File: src/rtl/core/combo_symbol_id_parser_assert.svh
// assertion macros used by the symbol id parser rtl
// expects clk and rst_n in the scope of each use
`ifndef COMBO_SYMBOL_ID_PARSER_ASSERT_SVH
`define COMBO_SYMBOL_ID_PARSER_ASSERT_SVH

// same-cycle implication, disabled during reset
`define CSIP_ASSERT_IMPL(label, ante, cons) \
  label: assert property (@(posedge clk) disable iff (!rst_n) (ante) |-> (cons)) \
    else $error("csip assertion failed");

// next-cycle implication, disabled during reset
`define CSIP_ASSERT_NEXT(label, ante, cons) \
  label: assert property (@(posedge clk) disable iff (!rst_n) (ante) |=> (cons)) \
    else $error("csip assertion failed");

`endif

File: src/rtl/core/csip_pkg.sv
// types and constants of the combo symbol id parser
// no dependencies
`default_nettype none

package csip_pkg;

  localparam int ID_BYTES  = 23;
  localparam int LEG_BYTES = 15;
  localparam int ID_MAX    = 23;
  localparam int SPLIT_LEN = 13;

  localparam logic [7:0] CH_SLASH = 8'h2F;
  localparam logic [7:0] CH_DASH  = 8'h2D;
  localparam logic [7:0] CH_COLON = 8'h3A;

  typedef logic [ID_BYTES-1:0][7:0]  id_t;
  typedef logic [LEG_BYTES-1:0][7:0] leg_t;

  typedef enum logic [2:0] {
    KIND_SINGLE   = 3'd0,
    KIND_TIME     = 3'd1,
    KIND_PRICE    = 3'd2,
    KIND_STRADDLE = 3'd3,
    KIND_STRANGLE = 3'd4,
    KIND_CONV     = 3'd5
  } kind_t;

  typedef enum logic [1:0] {
    SIDE_NONE   = 2'd0,
    SIDE_SECOND = 2'd1,
    SIDE_SAME   = 2'd2
  } side_t;

  // slice layout picked by the decoder
  typedef enum logic [3:0] {
    LAY_REJECT = 4'd0,
    LAY_SHORT  = 4'd1,
    LAY_FUT8   = 4'd2,
    LAY_FUT11  = 4'd3,
    LAY_S13    = 4'd4,
    LAY_S16    = 4'd5,
    LAY_S18    = 4'd6,
    LAY_L15    = 4'd7,
    LAY_P16    = 4'd8,
    LAY_P21    = 4'd9,
    LAY_C23    = 4'd10,
    LAY_T18    = 4'd11
  } layout_t;

  typedef struct packed {
    layout_t    layout;
    logic [3:0] n1;
    logic [3:0] n2;
    kind_t      kind;
    side_t      side;
    logic       ok;
  } csip_dec_t;

  typedef struct packed {
    leg_t       first_leg;
    logic [3:0] first_len;
    leg_t       second_leg;
    logic [3:0] second_len;
    kind_t      kind;
    side_t      side;
    logic       accepted;
  } csip_res_t;

endpackage

`default_nettype wire

File: src/rtl/core/csip_if.sv
// valid/ready channel interfaces for id input and parse result
// no dependencies
`default_nettype none

interface csip_in_if;
  logic        valid;
  logic        ready;
  logic [63:0] id_bytes_low;
  logic [63:0] id_bytes_mid;
  logic [55:0] id_bytes_high;
  logic [5:0]  id_length;

  modport source (output valid, id_bytes_low, id_bytes_mid, id_bytes_high, id_length,
                  input ready);
  modport sink (input valid, id_bytes_low, id_bytes_mid, id_bytes_high, id_length,
                output ready);
endinterface

interface csip_out_if;
  logic        valid;
  logic        ready;
  logic [63:0] first_leg_low;
  logic [55:0] first_leg_high;
  logic [3:0]  first_leg_length;
  logic [63:0] second_leg_low;
  logic [55:0] second_leg_high;
  logic [3:0]  second_leg_length;
  logic [2:0]  combo_kind;
  logic [1:0]  side_rule;
  logic        accepted;

  modport source (output valid, first_leg_low, first_leg_high, first_leg_length,
                  second_leg_low, second_leg_high, second_leg_length, combo_kind,
                  side_rule, accepted, input ready);
  modport sink (input valid, first_leg_low, first_leg_high, first_leg_length,
                second_leg_low, second_leg_high, second_leg_length, combo_kind,
                side_rule, accepted, output ready);
endinterface

`default_nettype wire

File: src/rtl/core/csip_decode.sv
// decode stage: length and separator checks pick the slice layout
// depends on csip_pkg
`default_nettype none

module csip_decode import csip_pkg::*; (
  input  logic      clk,
  input  logic      rst_n,
  input  logic      up_valid,
  output logic      up_ready,
  input  id_t       up_id,
  input  logic [5:0] up_len,
  output logic      dn_valid,
  input  logic      dn_ready,
  output id_t       dn_id,
  output csip_dec_t dn_dec
);

  csip_dec_t dec_nxt;
  csip_dec_t dec_r;
  id_t       id_r;
  logic      v_r;
  logic      good;
  logic [7:0] sep;

  always_comb begin
    dec_nxt        = '0;
    dec_nxt.layout = LAY_REJECT;
    dec_nxt.kind   = KIND_SINGLE;
    dec_nxt.side   = SIDE_NONE;
    good           = 1'b1;
    sep            = up_id[10];
    if (up_len > 6'(ID_MAX)) begin
      dec_nxt.ok = 1'b0;
    end else if (up_len < 6'(SPLIT_LEN)) begin
      if ((up_len == 6'd8 || up_len == 6'd11) && up_id[5] == CH_SLASH) begin
        dec_nxt.layout = (up_len == 6'd11) ? LAY_FUT11 : LAY_FUT8;
        dec_nxt.n1     = 4'd5;
        dec_nxt.n2     = 4'd5;
        dec_nxt.kind   = KIND_TIME;
        dec_nxt.side   = SIDE_SECOND;
      end else begin
        dec_nxt.layout = LAY_SHORT;
        dec_nxt.n1     = up_len[3:0];
      end
      dec_nxt.ok = 1'b1;
    end else if (sep inside {CH_SLASH, CH_DASH, CH_COLON}) begin
      if (sep == CH_SLASH) begin
        dec_nxt.kind = KIND_TIME;
      end else if (sep == CH_DASH) begin
        dec_nxt.kind = KIND_CONV;
      end else if (up_len == 6'd13) begin
        dec_nxt.kind = KIND_STRADDLE;
      end else if (up_len == 6'd18) begin
        dec_nxt.kind = KIND_STRANGLE;
      end else begin
        good = 1'b0;
      end
      case (up_len)
        6'd13:   dec_nxt.layout = LAY_S13;
        6'd16:   dec_nxt.layout = LAY_S16;
        6'd18:   dec_nxt.layout = LAY_S18;
        default: good = 1'b0;
      endcase
      if (good) begin
        dec_nxt.n1   = 4'd10;
        dec_nxt.n2   = 4'd10;
        dec_nxt.side = (sep == CH_COLON) ? SIDE_SAME : SIDE_SECOND;
        dec_nxt.ok   = 1'b1;
      end else begin
        dec_nxt = '0;
      end
    end else begin
      case (up_len)
        6'd15: begin
          dec_nxt.layout = LAY_L15;
          dec_nxt.n1     = 4'd15;
        end
        6'd16: begin
          dec_nxt.layout = LAY_P16;
          dec_nxt.n1     = 4'd10;
          dec_nxt.n2     = 4'd10;
          dec_nxt.kind   = KIND_PRICE;
          dec_nxt.side   = SIDE_SECOND;
          good           = (up_id[8] == CH_SLASH);
        end
        6'd21: begin
          dec_nxt.layout = LAY_P21;
          dec_nxt.n1     = 4'd15;
          dec_nxt.n2     = 4'd15;
          dec_nxt.kind   = KIND_PRICE;
          dec_nxt.side   = SIDE_SECOND;
          good           = (up_id[13] == CH_SLASH);
        end
        6'd23: begin
          dec_nxt.layout = LAY_C23;
          dec_nxt.n1     = 4'd15;
          dec_nxt.n2     = 4'd15;
          dec_nxt.kind   = KIND_STRANGLE;
          dec_nxt.side   = SIDE_SAME;
          good           = (up_id[15] == CH_COLON);
        end
        6'd18: begin
          dec_nxt.layout = LAY_T18;
          dec_nxt.n1     = 4'd15;
          dec_nxt.n2     = 4'd15;
          dec_nxt.side   = (up_id[15] == CH_COLON) ? SIDE_SAME : SIDE_SECOND;
          if (up_id[15] == CH_SLASH) begin
            dec_nxt.kind = KIND_TIME;
          end else if (up_id[15] == CH_COLON) begin
            dec_nxt.kind = KIND_STRADDLE;
          end else if (up_id[15] == CH_DASH) begin
            dec_nxt.kind = KIND_CONV;
          end else begin
            good = 1'b0;
          end
        end
        default: good = 1'b0;
      endcase
      if (good) begin
        dec_nxt.ok = 1'b1;
      end else begin
        dec_nxt = '0;
      end
    end
  end

  assign up_ready = !v_r || dn_ready;
  assign dn_valid = v_r;
  assign dn_id    = id_r;
  assign dn_dec   = dec_r;

  always_ff @(posedge clk) begin
    if (!rst_n) begin
      v_r <= 1'b0;
    end else if (up_ready) begin
      v_r <= up_valid;
    end
  end

  always_ff @(posedge clk) begin
    if (up_valid && up_ready) begin
      id_r  <= up_id;
      dec_r <= dec_nxt;
    end
  end

endmodule

`default_nettype wire

File: src/rtl/core/csip_assemble.sv
// assemble stage: slice copies build the two legs, output register
// depends on csip_pkg and combo_symbol_id_parser_assert.svh
`default_nettype none
`include "combo_symbol_id_parser_assert.svh"

module csip_assemble import csip_pkg::*; (
  input  logic      clk,
  input  logic      rst_n,
  input  logic      up_valid,
  output logic      up_ready,
  input  id_t       up_id,
  input  csip_dec_t up_dec,
  output logic      dn_valid,
  input  logic      dn_ready,
  output csip_res_t dn_res
);

  leg_t      l1_nxt;
  leg_t      l2_nxt;
  csip_res_t res_nxt;
  csip_res_t res_r;
  logic      v_r;

  always_comb begin
    l1_nxt = '0;
    l2_nxt = '0;
    case (up_dec.layout)
      LAY_SHORT: begin
        for (int i = 0; i < LEG_BYTES; i++) begin
          if (4'(i) < up_dec.n1) l1_nxt[i] = up_id[i];
        end
      end
      LAY_FUT8: begin
        l1_nxt[4:0] = up_id[4:0];
        l2_nxt[2:0] = up_id[2:0];
        l2_nxt[4:3] = up_id[7:6];
      end
      LAY_FUT11: begin
        l1_nxt[4:0] = up_id[4:0];
        l2_nxt[4:0] = up_id[10:6];
      end
      LAY_S13: begin
        l1_nxt[9:0] = up_id[9:0];
        l2_nxt[7:0] = up_id[7:0];
        l2_nxt[9:8] = up_id[12:11];
      end
      LAY_S16: begin
        l1_nxt[9:0] = up_id[9:0];
        l2_nxt[2:0] = up_id[13:11];
        l2_nxt[7:3] = up_id[7:3];
        l2_nxt[9:8] = up_id[15:14];
      end
      LAY_S18: begin
        l1_nxt[9:0] = up_id[9:0];
        l2_nxt[2:0] = up_id[2:0];
        l2_nxt[9:3] = up_id[17:11];
      end
      LAY_L15: begin
        l1_nxt = up_id[14:0];
      end
      LAY_P16: begin
        l1_nxt[7:0] = up_id[7:0];
        l1_nxt[9:8] = up_id[15:14];
        l2_nxt[2:0] = up_id[2:0];
        l2_nxt[9:3] = up_id[15:9];
      end
      LAY_P21: begin
        l1_nxt[12:0]  = up_id[12:0];
        l1_nxt[14:13] = up_id[20:19];
        l2_nxt[7:0]   = up_id[7:0];
        l2_nxt[14:8]  = up_id[20:14];
      end
      LAY_C23: begin
        l1_nxt       = up_id[14:0];
        l2_nxt[7:0]  = up_id[7:0];
        l2_nxt[14:8] = up_id[22:16];
      end
      LAY_T18: begin
        l1_nxt        = up_id[14:0];
        l2_nxt[12:0]  = up_id[12:0];
        l2_nxt[14:13] = up_id[17:16];
      end
      default: begin
        l1_nxt = '0;
        l2_nxt = '0;
      end
    endcase
    res_nxt.first_leg  = l1_nxt;
    res_nxt.first_len  = up_dec.n1;
    res_nxt.second_leg = l2_nxt;
    res_nxt.second_len = up_dec.n2;
    res_nxt.kind       = up_dec.kind;
    res_nxt.side       = up_dec.side;
    res_nxt.accepted   = up_dec.ok;
  end

  assign up_ready = !v_r || dn_ready;
  assign dn_valid = v_r;
  assign dn_res   = res_r;

  always_ff @(posedge clk) begin
    if (!rst_n) begin
      v_r <= 1'b0;
    end else if (up_ready) begin
      v_r <= up_valid;
    end
  end

  always_ff @(posedge clk) begin
    if (up_valid && up_ready) begin
      res_r <= res_nxt;
    end
  end

  // a rejected id leaves every field zero
  `CSIP_ASSERT_IMPL(a_reject_zero, v_r && !res_r.accepted,
    res_r.first_len == 4'd0 && res_r.second_len == 4'd0 && res_r.kind == KIND_SINGLE &&
    res_r.side == SIDE_NONE && res_r.first_leg == '0 && res_r.second_leg == '0)
  // single legs carry no second leg and no side rule
  `CSIP_ASSERT_IMPL(a_single_leg, v_r && res_r.accepted && res_r.kind == KIND_SINGLE,
    res_r.second_len == 4'd0 && res_r.side == SIDE_NONE)
  // both legs of a combination share one length
  `CSIP_ASSERT_IMPL(a_leg_lengths, v_r && res_r.second_len != 4'd0,
    res_r.first_len == res_r.second_len && res_r.side != SIDE_NONE)

endmodule

`default_nettype wire

File: src/rtl/core/combo_symbol_id_parser.sv
// top level of the combo symbol id parser: input register, decode, assemble
// depends on csip_pkg, csip_if, csip_decode and csip_assemble
`default_nettype none

// Splits a derivative symbol id of up to 23 bytes into two leg ids, a
// combination kind and a side rule. One id per clock is taken on in_ch
// while in_ch ready is high, and one result per id leaves on out_ch, in
// order. The path is three register stages deep (input register, layout
// decode, leg assembly into the output register), each registering the id
// in turn before out_ch valid rises. There is no loop or shared unit: each
// stage holds one id and moves on whenever the stage after it is empty or
// moving, so the sustained rate is one id per cycle while out_ch is ready,
// and a stalled output only stops ids once the three stages are full.
// Ready on in_ch is combinational from out_ch ready through the three stage
// valid bits. No configuration, no state kept between ids; a rejected id
// gives a result with every field zero.
module combo_symbol_id_parser import csip_pkg::*; (
  input logic      clk,
  input logic      rst_n,
  csip_in_if.sink  in_ch,
  csip_out_if.source out_ch
);

  // input register stage
  logic       s1_v_r;
  id_t        s1_id_r;
  logic [5:0] s1_len_r;
  logic       s1_ready;

  // decode stage to assemble stage
  logic       s2_valid;
  logic       s2_ready;
  id_t        s2_id;
  csip_dec_t  s2_dec;

  csip_res_t  res;

  // stage moves when it is empty or the decode stage takes its id
  assign in_ch.ready = !s1_v_r || s1_ready;

  always_ff @(posedge clk) begin
    if (!rst_n) begin
      s1_v_r <= 1'b0;
    end else if (in_ch.ready) begin
      s1_v_r <= in_ch.valid;
    end
  end

  // payload needs no reset
  always_ff @(posedge clk) begin
    if (in_ch.valid && in_ch.ready) begin
      s1_id_r  <= {in_ch.id_bytes_high, in_ch.id_bytes_mid, in_ch.id_bytes_low};
      s1_len_r <= in_ch.id_length;
    end
  end

  // length and separator checks
  csip_decode u_decode (
    .clk      (clk),
    .rst_n    (rst_n),
    .up_valid (s1_v_r),
    .up_ready (s1_ready),
    .up_id    (s1_id_r),
    .up_len   (s1_len_r),
    .dn_valid (s2_valid),
    .dn_ready (s2_ready),
    .dn_id    (s2_id),
    .dn_dec   (s2_dec)
  );

  // slice copies into the legs, holds the output transaction
  csip_assemble u_assemble (
    .clk      (clk),
    .rst_n    (rst_n),
    .up_valid (s2_valid),
    .up_ready (s2_ready),
    .up_id    (s2_id),
    .up_dec   (s2_dec),
    .dn_valid (out_ch.valid),
    .dn_ready (out_ch.ready),
    .dn_res   (res)
  );

  // leg bytes 0..7 low word, 8..14 high word
  assign out_ch.first_leg_low     = res.first_leg[7:0];
  assign out_ch.first_leg_high    = res.first_leg[14:8];
  assign out_ch.first_leg_length  = res.first_len;
  assign out_ch.second_leg_low    = res.second_leg[7:0];
  assign out_ch.second_leg_high   = res.second_leg[14:8];
  assign out_ch.second_leg_length = res.second_len;
  assign out_ch.combo_kind        = res.kind;
  assign out_ch.side_rule         = res.side;
  assign out_ch.accepted          = res.accepted;

endmodule

`default_nettype wire
File: src/flat_wrapper.sv
// flat-port wrapper written by rule: the top's interface ports become plain ports
module combo_symbol_id_parser_flat import csip_pkg::*;
  (clk, rst_n, in_ch_valid, in_ch_id_bytes_low, in_ch_id_bytes_mid, in_ch_id_bytes_high, in_ch_id_length, in_ch_ready, out_ch_valid, out_ch_first_leg_low, out_ch_first_leg_high, out_ch_first_leg_length, out_ch_second_leg_low, out_ch_second_leg_high, out_ch_second_leg_length, out_ch_combo_kind, out_ch_side_rule, out_ch_accepted, out_ch_ready);
  csip_in_if in_ch_i ();
  csip_out_if out_ch_i ();
  input logic clk;
  input logic rst_n;
  input wire logic [$bits(in_ch_i.valid)-1:0] in_ch_valid;
  input wire logic [$bits(in_ch_i.id_bytes_low)-1:0] in_ch_id_bytes_low;
  input wire logic [$bits(in_ch_i.id_bytes_mid)-1:0] in_ch_id_bytes_mid;
  input wire logic [$bits(in_ch_i.id_bytes_high)-1:0] in_ch_id_bytes_high;
  input wire logic [$bits(in_ch_i.id_length)-1:0] in_ch_id_length;
  output wire logic [$bits(in_ch_i.ready)-1:0] in_ch_ready;
  output wire logic [$bits(out_ch_i.valid)-1:0] out_ch_valid;
  output wire logic [$bits(out_ch_i.first_leg_low)-1:0] out_ch_first_leg_low;
  output wire logic [$bits(out_ch_i.first_leg_high)-1:0] out_ch_first_leg_high;
  output wire logic [$bits(out_ch_i.first_leg_length)-1:0] out_ch_first_leg_length;
  output wire logic [$bits(out_ch_i.second_leg_low)-1:0] out_ch_second_leg_low;
  output wire logic [$bits(out_ch_i.second_leg_high)-1:0] out_ch_second_leg_high;
  output wire logic [$bits(out_ch_i.second_leg_length)-1:0] out_ch_second_leg_length;
  output wire logic [$bits(out_ch_i.combo_kind)-1:0] out_ch_combo_kind;
  output wire logic [$bits(out_ch_i.side_rule)-1:0] out_ch_side_rule;
  output wire logic [$bits(out_ch_i.accepted)-1:0] out_ch_accepted;
  input wire logic [$bits(out_ch_i.ready)-1:0] out_ch_ready;
  assign in_ch_i.valid = in_ch_valid;
  assign in_ch_i.id_bytes_low = in_ch_id_bytes_low;
  assign in_ch_i.id_bytes_mid = in_ch_id_bytes_mid;
  assign in_ch_i.id_bytes_high = in_ch_id_bytes_high;
  assign in_ch_i.id_length = in_ch_id_length;
  assign in_ch_ready = in_ch_i.ready;
  assign out_ch_valid = out_ch_i.valid;
  assign out_ch_first_leg_low = out_ch_i.first_leg_low;
  assign out_ch_first_leg_high = out_ch_i.first_leg_high;
  assign out_ch_first_leg_length = out_ch_i.first_leg_length;
  assign out_ch_second_leg_low = out_ch_i.second_leg_low;
  assign out_ch_second_leg_high = out_ch_i.second_leg_high;
  assign out_ch_second_leg_length = out_ch_i.second_leg_length;
  assign out_ch_combo_kind = out_ch_i.combo_kind;
  assign out_ch_side_rule = out_ch_i.side_rule;
  assign out_ch_accepted = out_ch_i.accepted;
  assign out_ch_i.ready = out_ch_ready;
  combo_symbol_id_parser u_core (.clk(clk), .rst_n(rst_n), .in_ch(in_ch_i), .out_ch(out_ch_i));
endmodule
File: config.mk
export PLATFORM = sky130hd
export DESIGN_NAME = combo_symbol_id_parser_flat
export DESIGN_NICKNAME = d
export VERILOG_FILES = /design/src/rtl/core/csip_pkg.sv /design/src/rtl/core/csip_if.sv /design/src/rtl/core/csip_decode.sv /design/src/rtl/core/csip_assemble.sv /design/src/rtl/core/combo_symbol_id_parser.sv /design/src/flat_wrapper.sv
export VERILOG_INCLUDE_DIRS = /design/src /design/src/rtl/core
export SDC_FILE = /design/constraint.sdc
export NUM_CORES = 1
export LEC_CHECK = 0
export BUFFER_PORTS_ARGS = -buffer_cell sky130_fd_sc_hd__buf_2
export CORE_MARGIN = 1
export CORE_UTILIZATION = 30
export DETAILED_ROUTE_END_ITERATION = 8
export PLACE_DENSITY = 0.59
export SYNTH_ARGS = -nofsm -noshare
export SYNTH_HDL_FRONTEND = slang
export SYNTH_HIERARCHICAL = 1
export SYNTH_SLANG_ARGS = --single-unit
File: constraint.sdc
create_clock -name clk -period 13.2 [get_ports clk]
set_input_delay 3.96 -clock clk [delete_from_list [all_inputs] [get_ports clk]]
set_output_delay 3.96 -clock clk [all_outputs]
set_load 0.05 [all_outputs]
; ---- After elaboration in Yosys (flattened, before gate mapping)
; Index checks and enable logic that the tools add are counted.
[word_totals]
regBits = 649
in_bits = 194
out_inout_bits = 256
elab_cells = 213
[classes]
n_lt_le_gt_ge = 17
n_eq_ne = 28
mux = 59
reduce_logical = 18
[ops]
columns = op, n
row1 = $pmux W40 S6, 2
row2 = $pmux W40 S3, 3
row3 = $mux W8, 17
row4 = $pmux W40 S2, 1
row5 = $eq A8 B6 Y1 const B, 9
row6 = $pmux W8 S5, 1
row7 = $mux W18, 2
row8 = $pmux W9 S4, 1
row9 = $lt A4 B4 Y1 const A, 7
row10 = $mux W3, 9
row11 = $eq A6 B4 Y1 const B, 4
row12 = $eq A6 B5 Y1 const B, 4
row13 = $mux W17, 1
row14 = $eq A4 B3 Y1 const B, 4
row15 = $eq A4 B4 Y1 const B, 4
row16 = $lt A3 B4 Y1 const A, 4
row17 = $mux W1, 16
row18 = $reduce_or A10 Y1, 1
row19 = $pmux W3 S3, 1
row20 = $eq A4 B2 Y1 const B, 2
row21 = $lt A1 B4 Y1 const A, 2
row22 = $lt A2 B4 Y1 const A, 2
row23 = $reduce_or A7 Y1, 1
row24 = $gt A6 B5 Y1 const B, 1
row25 = other kinds (13), 23

; ---- Logic depth before layout (Yosys ltp)
[logic_depth]
word_depth = 12
depth_mapped = 8
mapped_depth_nobuf = 5

; ---- Modules after synthesis
; The synthesis kept the hierarchy.
[by_module_without_submodules]
columns = mod, n_inst, cells_each, area_each_um2, seq_area_each_um2
row1 = csip_assemble, 1, 762, 10964.3, 7647.3
row2 = csip_decode, 1, 321, 6785.3, 6025.8
row3 = combo_symbol_id_parser, 1, 195, 5763.0, 5725.5

; ---- Least setup slack after synthesis
; Ideal clock, no wire load.
[synth_timing]
kind = input port to flip-flop
from = input out_ch_ready
to = register u_core.u_assemble.res_r (netlist bit u_core/u_assemble/dn_res[0]) (enable)
setup_time_ps = 647
t_arrival_ps = 9860
required_ps = 12553
slack_ps = 2693
stages = 2
path_buffers = 0
cell_sequence = nand2b_1 > and2_1
[synth_via]
elab_chain_cells = 2
[synth_lines]
columns = item, line
row1 = from (decl), flat_wrapper.sv:24  ; input wire logic [$bits(out_ch_i.ready)-1:0] out_ch_ready;
row2 = $logic_or A1 B1 Y1, csip_assemble.sv:97  ; assign up_ready = !v_r || dn_ready;
row3 = $logic_and A1 B1 Y1, csip_assemble.sv:110  ; if (up_valid && up_ready) begin
row4 = to (signal assigned), csip_assemble.sv:111  ; res_r <= res_nxt;
row5 = to (decl), csip_assemble.sv:21  ; csip_res_t res_r;
; No other way between the ends.
; A chain may end at the register's enable or synchronous reset.

; ---- Final worst setup path
[layout_timing]
from = input out_ch_ready
to = output in_ch_ready
[layout_via]
elab_chain_cells = 3
[layout_lines]
columns = item, line
row1 = $logic_or A1 B1 Y1, csip_assemble.sv:97
row2 = net u_core.s2_ready, combo_symbol_id_parser.sv:32  ; logic s2_ready;
row3 = $logic_or A1 B1 Y1, csip_decode.sv:127  ; assign up_ready = !v_r || dn_ready;
row4 = net u_core.s1_ready, combo_symbol_id_parser.sv:28  ; logic s1_ready;
row5 = $logic_or A1 B1 Y1, combo_symbol_id_parser.sv:39  ; assign in_ch.ready = !s1_v_r || s1_ready;
row6 = to (decl), flat_wrapper.sv:13  ; output wire logic [$bits(in_ch_i.ready)-1:0] in_ch_ready;
; The timed path passes the listed nets, and every way through them passes these cells.

==> results.yml <==
run_status:
  outcome: "finished, violations left"
  violations: "DRC"
global_routing:
  antenna_found_initial: 4
  grt_start_max_net_pins: 78
  overflow: 0
  grt_pass1_vias: 13700
  grt_pass1_wl_microns: 106000
  grt_util_all_layers: 0.196
sta:
  setup_viol: 0
  worst_pin_slew_ns: 1.13
  rsz0062_at_grt: "no"
  relSlewSlack: 0.247
  finalCritPeriodShare: 0.661
  setup_tns_ns: 0
  slew_viol_final: 0
  skew_ns: 0.0223
  finalHoldViolations: 0
  period_needed_ns: 8.72
  max_freq_ghz: 0.115
  fin_ws_ns: 4.48
finish:
  synthToLayoutAreaGrowth_pct: 24.4
  finalInstanceArea_sq_um: 29200
  nNetsFinal: 1959
  layout-drive-gt1-share: 0.330
  antenna_cells: 0
  final_util: 0.377
setup_path:
  critical_path_required_ns: 9.24
  worst_setup_path_start_kind: "input port"
  rrSetupSlack_ns: 10.41
  crit_type: "input port to output pin"
  endpoint_kind: "output pin"
  rr_worst_depth: 5
  crit_path_cell_trace: "buf_2, nand2b_1, nand2b_1, nand2b_4, buf_2"
  cp_slowest_cell: "buf_2"
  worst-path-max-fanout: 3
  cpPeakStageDelay_ns: 0.21
  crit_arrival_ns: 4.76
logic_synthesis:
  synth.distinct_cells: 61
  yosys.cell_count.top_type: "edfxtp_1"
  syn_area_per_cell_sq_um: 18.4
  synth_cells: 1278
  synth_area_leader_cell: "edfxtp_1"
  synth.net_count: 1472
  yosys-top-cells-count: "edfxtp_1 (644), a222oi_1 (104), inv_1 (95), and2_1 (62), nand2_1 (50)"
  ys_ff_latch: 647
  synth_top_area_share: 0.822
  synth_edf_count: 644
  ys_async_sr_fraction: 0
  ys.warnings.count: 6
  synth_area_sq_um: 23500
  ys_seq_area_frac: 0.825
  synth_area_leaders: "edfxtp_1 (82%), a222oi_1 (4.4%), and2_1 (1.6%)"
  synth_ff_type: "edfxtp_1"
clock_network:
  cts_buffer_depth: 3
  cts_sinks: 647
  clk_latency_ns: 0.61
  post_cts.repair.setup_buffers: 0
  cts_tree: "built"
  cts.htree.levels: 3
  root_buffer: "clkbuf_16"
  ctsHoldBuffers: 0
  numCtsBuffers: 71
  cts-resized-gates: 0
  clk_pin_slew_ns: 0.06
power_and_ir_drop:
  vdd_drop_max_mv: 0.102
  p_leak_nw: 11.2
  p_per_area_nw_per_um2: 158
floorplan:
  start_util: 0.304
  std_cell_rows: 102
  core_area_sq_um: 77500
  io_pins: 450
  die_x_microns: 282
  die_h_microns: 282
  die_area_sq_um: 79500
placed_design:
  postPlaceCellArea_sq_um: 27000
  preCtsSetupSlack_ns: 4.48
  routabilityCongestion: 0.850
  dpl.hpwl_microns: 56500
  numPortBuffers: 449
route:
  met3RoutedLength_microns: 7170
  drc: 5
  vias_per_cell: 5.04
  dr.pass1.iters: 9
  drt-met1-wl_microns: 32400
  drtIter0Drc: 2196
  wl_met2_microns: 38900
  top_layer: "met5"
  postRouteAntennaNets: 0
  wirelength_microns: 80200
  vias: 14400
  wl_per_cell_microns: 28.1
worst_hold_path:
  hold_depth: 0
  min_path_type: "flop to flop"
flow_run:
  drv_cap: 0
## worst max-delay path, delay by kind of cell
| family | cells | cell delay [ns] |
|---|---|---|
| buf+inv | 2 | 0.30 |
| simple gates | 3 | 0.50 |
## registers in the layout (all words and copies together) (netlist names)
| signal | count |
|---|---|
| u_core/s1_len_r | 6 |
| u_core/u_decode/dn_valid | 1 |
| u_core/s1_id_r | 184 |
| u_core/u_decode/dn_dec | 16 |
| u_core/s1_v_r | 1 |
| u_core/u_decode/dn_id | 184 |
| u_core/u_assemble/dn_valid | 1 |
| u_core/u_assemble/dn_res | 254 |
## report_power, final
group          total, mW  switching [mW]  internal [mW]
logic              0.264           0.190         0.0740
registers           2.44          0.0740           2.36
clock network       1.91           0.808           1.10
## routing by layer
| metal | vias to the layer above | GRT usage |
|---|---|---|
| met5 | - | 0 |
| met4 | 2 | 0.0513 |
| met1 | 7308 | 0.261 |
| met3 | 104 | 0.0376 |
| li1 | 6115 | - |
| met2 | 836 | 0.325 |
## worst paths after layout
check,startpoint,endpoint
max,out_ch_ready,in_ch_ready
min,u_core/s1_id_r[143],u_core/u_decode/dn_id[143]
max reg2reg,u_core/u_assemble/dn_valid,u_core/u_decode/dn_id[182]
min reg2reg,u_core/s1_id_r[143],u_core/u_decode/dn_id[143]
## layout make-up
cell class	instances	area, sq um
well taps	1040	1300
clock inverters	36	367
multi-input cells	480	3560
clock buffers	85	1850
repair buffers	470	2400
fillers	7238	48200
flip-flops and latches	647	19400
inverters	95	357
## cells by family (layout without fill, tap and decap cells)
logic type | count (synthesis) | in the layout | share of synthesized area
compound gates | 219 | 219 | 0.0823
xor+xnor | 1 | 1 | 0.000373
buf+inv | 151 | 686 | 0.0260
flops | 647 | 647 | 0.825
mux | 18 | 18 | 0.00772
simple gates | 242 | 242 | 0.0586
## stage by stage
| stage | power (mW) | hold slack, ns | cells |
|---|---|---|---|
| 6_report | 4.61 | 0.409 | 2853 |
| 3_3_place_gp | 2.74 | 0.401 | 2732 |
| 3_5_place_dp | 2.75 | 0.405 | 2732 |
| 4_1_cts | 4.66 | 0.407 | 2853 |
| 2_1_floorplan | 2.61 | 0.400 | 1278 |
| 5_1_grt | 4.76 | 0.420 | 2853 |
## placed cells by master, fill, tap and decap left out, drive strengths merged, types with 4 or more instances in the layout
cell type | Yosys | final
edfxtp | 644 | 644
buf | 28 | 470
a222oi | 104 | 104
inv | 95 | 99
clkbuf | 28 | 85
and2 | 63 | 63
nand2 | 50 | 50
nor2 | 35 | 35
a22o | 32 | 32
nor2b | 26 | 26
clkinv | 0 | 20
o21ai | 18 | 18
mux2i | 17 | 17
a221o | 16 | 16
a21oi | 15 | 15
nand2b | 11 | 11
nand4 | 9 | 9
and3 | 9 | 9
nor3 | 9 | 9
clkinvlp | 0 | 7
a21boi | 6 | 6
o22ai | 6 | 6
bufinv | 0 | 5
or2 | 5 | 5
nand3b | 4 | 4
nand3 | 4 | 4
o211ai | 4 | 4
a32oi | 4 | 4
No activity file was read; power rests on OpenSTA's default activity.
